$ cat src/mec_pkg.sv
// ----------------------------------------------------------------------------
// mec_pkg
// Shared types, codes and helpers of the escape-time colorizer.
// ----------------------------------------------------------------------------
package mec_pkg;

    localparam int OPCODE_W  = 2;
    localparam int COLUMN_W  = 10;
    localparam int ROW_W     = 9;
    localparam int COORD_W   = 64;
    localparam int ZF_W      = 16;
    localparam int ITER_W    = 12;
    localparam int COLOR_W   = 8;
    localparam int CFG_IDX_W = 3;
    // Wide signed working width for sums that are saturated back to 64 bits
    localparam int SAT_W     = 130;

    // Item opcodes
    localparam logic [OPCODE_W-1:0] OP_RENDER  = 2'd0;
    localparam logic [OPCODE_W-1:0] OP_ZOOM    = 2'd1;
    localparam logic [OPCODE_W-1:0] OP_RESTART = 2'd2;
    localparam logic [OPCODE_W-1:0] OP_NONE    = 2'd3;

    // Register indexes
    localparam logic [CFG_IDX_W-1:0] CFG_ZOOM_CENTER_RE = 3'd0;
    localparam logic [CFG_IDX_W-1:0] CFG_ZOOM_CENTER_IM = 3'd1;
    localparam logic [CFG_IDX_W-1:0] CFG_START_RE_MIN   = 3'd2;
    localparam logic [CFG_IDX_W-1:0] CFG_START_RE_MAX   = 3'd3;
    localparam logic [CFG_IDX_W-1:0] CFG_START_IM_MIN   = 3'd4;
    localparam logic [CFG_IDX_W-1:0] CFG_START_IM_MAX   = 3'd5;
    localparam logic [CFG_IDX_W-1:0] CFG_ZOOM_FACTOR    = 3'd6;
    localparam logic [CFG_IDX_W-1:0] CFG_MAX_ITER       = 3'd7;

    typedef struct packed {
        logic [OPCODE_W-1:0] opcode;
        logic [COLUMN_W-1:0] column;
        logic [ROW_W-1:0]    row;
    } item_t;

    typedef struct packed {
        logic signed [COORD_W-1:0] zoom_center_re;
        logic signed [COORD_W-1:0] zoom_center_im;
        logic signed [COORD_W-1:0] start_re_min;
        logic signed [COORD_W-1:0] start_re_max;
        logic signed [COORD_W-1:0] start_im_min;
        logic signed [COORD_W-1:0] start_im_max;
        logic [ZF_W-1:0]           zoom_factor;
        logic [ITER_W-1:0]         max_iter;
    } cfg_t;

    // Register contents after reset for a given number of fraction bits
    function automatic cfg_t cfg_reset(input int f);
        cfg_t c;
        c.zoom_center_re = '0;
        c.zoom_center_im = 64'(1) << f;
        c.start_re_min   = 64'(0) - (64'(5) << (f - 1));
        c.start_re_max   = 64'(1) << f;
        c.start_im_min   = 64'(0) - (64'(3) << (f - 1));
        c.start_im_max   = 64'(3) << (f - 1);
        c.zoom_factor    = 16'd58982;
        c.max_iter       = 12'd50;
        return c;
    endfunction

    // Sign-extend a coordinate to the working width
    function automatic logic signed [SAT_W-1:0] sx64(input logic signed [COORD_W-1:0] v);
        return {{(SAT_W-COORD_W){v[COORD_W-1]}}, v};
    endfunction

    // Clamp a wide signed value to the 64-bit signed range
    function automatic logic signed [COORD_W-1:0] sat64(input logic signed [SAT_W-1:0] v);
        logic fits;
        fits = (v[SAT_W-1:COORD_W-1] == '0) || (v[SAT_W-1:COORD_W-1] == '1);
        if (fits) begin
            return v[COORD_W-1:0];
        end
        return v[SAT_W-1] ? {1'b1, {(COORD_W-1){1'b0}}} : {1'b0, {(COORD_W-1){1'b1}}};
    endfunction

    // Magnitude of a signed coordinate as an unsigned value
    function automatic logic [COORD_W-1:0] abs64(input logic signed [COORD_W-1:0] v);
        return v[COORD_W-1] ? (~v + 64'd1) : v;
    endfunction

endpackage

$ cat src/mec_front.sv
// ----------------------------------------------------------------------------
// mec_front
// Input side: takes beats, drops unused opcodes, queues work for the back end.
// ----------------------------------------------------------------------------
module mec_front
    import mec_pkg::*;
(
    input  logic                aclk,
    input  logic                aresetn,
    input  logic                s_valid,
    output logic                s_ready,
    input  logic [OPCODE_W-1:0] s_opcode,
    input  logic [COLUMN_W-1:0] s_column,
    input  logic [ROW_W-1:0]    s_row,
    output logic                q_valid,
    output item_t               q_item,
    input  logic                q_ready
);

    item_t       slot_reg [2];
    logic        wr_ptr_reg, wr_ptr_next;
    logic        rd_ptr_reg, rd_ptr_next;
    logic [1:0]  cnt_reg, cnt_next;
    logic        push, pop;
    item_t       in_item;

    assign in_item = '{opcode: s_opcode, column: s_column, row: s_row};
    assign s_ready = (cnt_reg != 2'd2);
    assign q_valid = (cnt_reg != 2'd0);
    assign q_item  = slot_reg[rd_ptr_reg];

    // Accept every beat; only real operations enter the queue
    assign push = s_valid && s_ready && (s_opcode != OP_NONE);
    assign pop  = q_valid && q_ready;

    always_comb begin
        wr_ptr_next = push ? ~wr_ptr_reg : wr_ptr_reg;
        rd_ptr_next = pop ? ~rd_ptr_reg : rd_ptr_reg;
        cnt_next    = cnt_reg + {1'b0, push} - {1'b0, pop};
    end

    always_ff @(posedge aclk) begin
        if (!aresetn) begin
            wr_ptr_reg <= 1'b0;
            rd_ptr_reg <= 1'b0;
            cnt_reg    <= 2'd0;
        end else begin
            wr_ptr_reg <= wr_ptr_next;
            rd_ptr_reg <= rd_ptr_next;
            cnt_reg    <= cnt_next;
        end
        if (push) begin
            slot_reg[wr_ptr_reg] <= in_item;
        end
    end

endmodule

$ cat config.mk
export PLATFORM = sky130hd
export DESIGN_NAME = mec_front
export DESIGN_NICKNAME = d
export VERILOG_FILES = /design/src/mec_pkg.sv /design/src/mec_front.sv
export SDC_FILE = /design/constraint.sdc
export NUM_CORES = 1
export LEC_CHECK = 0
export ABC_AREA = 1
export BUFFER_PORTS_ARGS = -buffer_cell sky130_fd_sc_hd__buf_4
export CORE_ASPECT_RATIO = 2
export CORE_MARGIN = 8
export CORE_UTILIZATION = 35
export CTS_CLUSTER_SIZE = 10
export DETAILED_ROUTE_END_ITERATION = 16
export PLACE_DENSITY = 0.66
export REMOVE_ABC_BUFFERS = 1
export SLEW_MARGIN = 25
export SYNTH_ARGS = -nofsm -noshare
export SYNTH_HDL_FRONTEND = slang
export SYNTH_SLANG_ARGS = --single-unit
$ cat constraint.sdc
create_clock -name aclk -period 2.5 [get_ports aclk]
set_clock_uncertainty 0.1 [all_clocks]
set_input_delay 0.5 -clock aclk [delete_from_list [all_inputs] [get_ports aclk]]
set_output_delay 0.5 -clock aclk [all_outputs]
set_load 0.01 [all_outputs]
* Word level (Yosys, flattened, before mapping) *
Memory sizes are Yosys's and may differ from the RTL's. A register that Yosys moved wholly into a read port is not among the register bits.
Cells that the tools add are included.

storage, ports and cells
  register bits = 4
  bits in writable memories = 42
  output and inout bits = 23
  memories kept = 1

memories
  name      depth  bits a word  rd ports  clocked after Yosys merged registers in  wr ports  RTL line         source
  slot_reg  2      21           1         1                                        1         mec_front.sv:20  item_t slot_reg [2];

operators by class
  add/subtract/negate cells = 2
  eq/ne operators = 2
  muxes and demuxes = 4
  bitwise gates (word level) = 2
  reduce and logical (&&, ||, !) cells = 4

operator list
  operator                              number
  2-to-1 mux 1 bit                      4
  != test 2 bit, second input constant  2
  logical AND 1 bit                     3
  adder 2 x 1 -> 2 bit                  1
  inverter 1 bit                        2
  nonzero test 2 bit                    1
  subtractor 2 x 1 -> 2 bit             1

* Depth between registers and ports, before layout *
  word-level depth = 5
  depth in mapped cells = 11
  gate-level depth less buffers = 11

* Least setup slack after synthesis *
No wires, ideal clock.

  path type = input to register
  from = input port s_opcode[0]
  to = memory slot_reg[0][0] (netlist name), enable pin
  data arrival time = 1,587 ps
  required time = 2,001 ps
  setup slack = 414 ps
  stages on the path = 3
  cell sequence = nand2_1 nand3_2 nor2_1

between the ends
  longest elaborated chain between the ends = 4

ends and longest elaborated chain
  what                                    RTL line         source
  start: declaration                      mec_front.sv:12  input logic [OPCODE_W-1:0] s_opcode,
  != test 2 bit                           mec_front.sv:33  assign push = s_valid && s_ready && (s_opcode != OP_NONE);
  logical AND 1 bit                       mec_front.sv:33
  2-to-1 mux 1 bit                        mec_front.sv:52  if (push) begin
  2-to-1 mux 1 bit (implied by the code)  mec_front.sv:53  slot_reg[wr_ptr_reg] <= in_item;
  end: declaration                        mec_front.sv:20

No other way between the ends.

==> impl_metrics.yaml <==
cells_and_area:
  largest_reg_flops: 42
  syn_to_final_growth_pct: 30.6
  layout-drive-gt1-share: 0.513
  fillers: 457
  nets: 186
  finalNonFillerCells: 218
  final_area_um2: 2420
  diodes: 0
  utilization: 0.472
timing:
  setup_viol: 0
  fin_crit_sh: 0.830
  maxSlewHeadroom: 0.726
  slew_violations: 0
  hold_slack_ns: 0.294
  finalHoldViolCount: 0
  finalSetupTns_ns: 0
  min_period_ns: 2.07
  tightest_slew_ns: 0.410
  setup_ws_ns: 0.425
  fmax_mhz: 482
  rsz0062_at_grt: "no"
floorplanning:
  rows: 37
  die-area_um2: 8030
  die_h_um: 119
  die_x_um: 67.5
  core_region_area_um2: 5140
  initial_core_util: 0.361
  pin_count: 48
setup_path:
  r2r_start: "cnt_reg[0]"
  crit_fanout: 21
  critPathKind: "register to output pin"
  r2r_end: "slot_reg[1][14]"
  critPathRequiredTime_ns: 1.90
  crit_end: "q_item[20]"
  end_kind: "output pin"
  worstRegToRegCells: 5
  arrival_ns: 1.47
  r2r_slack_ns: 0.78
  critPathLaunchType: "register"
drt:
  avgViaCountPerCell: 4.69
  vias: 1023
  drtIter0Drc: 21
  drc: 0
  wl_per_cell_um: 15.7
  firstDrtPassIters: 6
  antenna_left: 0
  totalWireLength_um: 3430
hold_path:
  hold_path_class: "input pin to register"
  min_from: "s_column[3]"
global_routing:
  grt_util_met1: 0.0724
  met3_usage: 0.0282
  overflow: 0
  grt_pass1_vias: 1202
  grt_pass1_wl_um: 5510
  grt_util_met2: 0.178
  grt_max_degree: 22
  track_usage: 0.0907
  antenna_found_initial: 0
  grt-busiest-layer: "met2"
place:
  gp_congestion: 0.654
  hpwlAfterDp_um: 2650
  pre_cts_ws_ns: 0.599
  dp_cells: 210
  post_dp_cell_area_um2: 2290
  port_buffers: 47
cts:
  cts_tree: "done"
  clock_tree.htree_level_count: 2
  numCtsBuffers: 5
  cts-resized-gates: 0
  hold_buffers: 0
  cts.clk_slew.worst_paths_ns: 0.08
  root_buffer: "clkbuf_8"
  clk_path_buf_depth: 2
  cts_setup_buffers: 0
  clk-insertion-delay-late_ns: 0.28
  cts.sink_count: 47
logic_synthesis:
  ys_seq_elements: 47
  syn_inst: 103
  netlist_area_um2: 1860
  synth.yosys.seq_area_share: 0.734
  post_synth.cell_area_avg_um2: 18.0
  yosysWarnings: 0
  ys_types: 15
pwr:
  irDropWorstVdd_mv: 0.498
  p_leak_nw: 0.998
  p_total_mw: 2.28
  power_density_nw_per_um2: 942
job:
  maxCapViolCount: 0
outcome:
  outcome: "finished clean"
==> critical path: stages, from the launching register on <==
cell	delay, ns
dfxtp_1	0.31
buf_4	0.35
mux2_2	0.38
buf_4	0.14
==> report_power, final <==
group	total [mW]	internal, mW	switching (mW)	leakage [nW]
sequential	0.998	0.965	0.0330	0.430
clock	0.627	0.399	0.228	0.0654
combinational	0.658	0.354	0.304	0.502
total	2.28	1.72	0.566	0.998
==> cells in the final DEF (no fill, tap or decap), drive strengths merged <==
master	n
a21oi	1
buf	51
bufinv	2
clkbuf	6
dfxtp	5
edfxtp	42
ha	2
inv	9
mux2	21
nand2	10
nand3	3
nand4	1
nor2	6
o21a	1
==> area by class of cell <==
type,instances,area [um2],share of cell area
repair buffers,51,383,0.158
multi-input cells,45,440,0.182
inverters,9,33.8,0.0139
clock buffers,6,72.6,0.0299
clock inverters,2,60.1,0.0248
well taps,58,72.6,0.0299
flip-flops and latches,47,1360,0.562
==> cells by family after synthesis <==
kind of cell               count (synthesis)  share of synthesized area
and+or+nand+nor                           20                     0.0479
DFF                                       47                      0.734
adders and majority gates                  2                     0.0135
muxes                                     21                      0.168
AOI/OAI and AO/OA                          2                    0.00674
buffers and inverters                     11                     0.0303
==> per-layer routing <==
metal  share of wire  routed length, um
met1            0.31               1070
met2            0.62               2120
met3           0.061                209
met4          0.0085                 29
met5               0                  0
==> synthesized netlist by cell type <==
library cell / n / share of area
nand4_1: 1 / 0.0034
o21a_1: 1 / 0.0040
edfxtp_1: 42 / 0.68
ha_1: 2 / 0.013
nor2_1: 6 / 0.012
a21oi_1: 1 / 0.0027
nand3_2: 1 / 0.0054
nand2_1: 9 / 0.018
buf_6: 2 / 0.012
mux2_4: 20 / 0.16
dfxtp_1: 5 / 0.054
nand2_2: 1 / 0.0034
mux2_2: 1 / 0.0061
nand3_1: 2 / 0.0054
inv_1: 9 / 0.018
==> worst min path at each step <==
stage / slack [ns] / cells past startpoint / end
final: 0.29 / 1 / slot_reg[1][12]
after global routing: 0.28 / 1 / slot_reg[1][6]
after CTS: 0.28 / 1 / slot_reg[1][1]
after detailed placement: 0.38 / 2 / register
after global placement: 0.38 / 2 / rd_ptr_reg
after floorplan: 0.35 / 2 / register
Power figures use the tool's default switching activity.
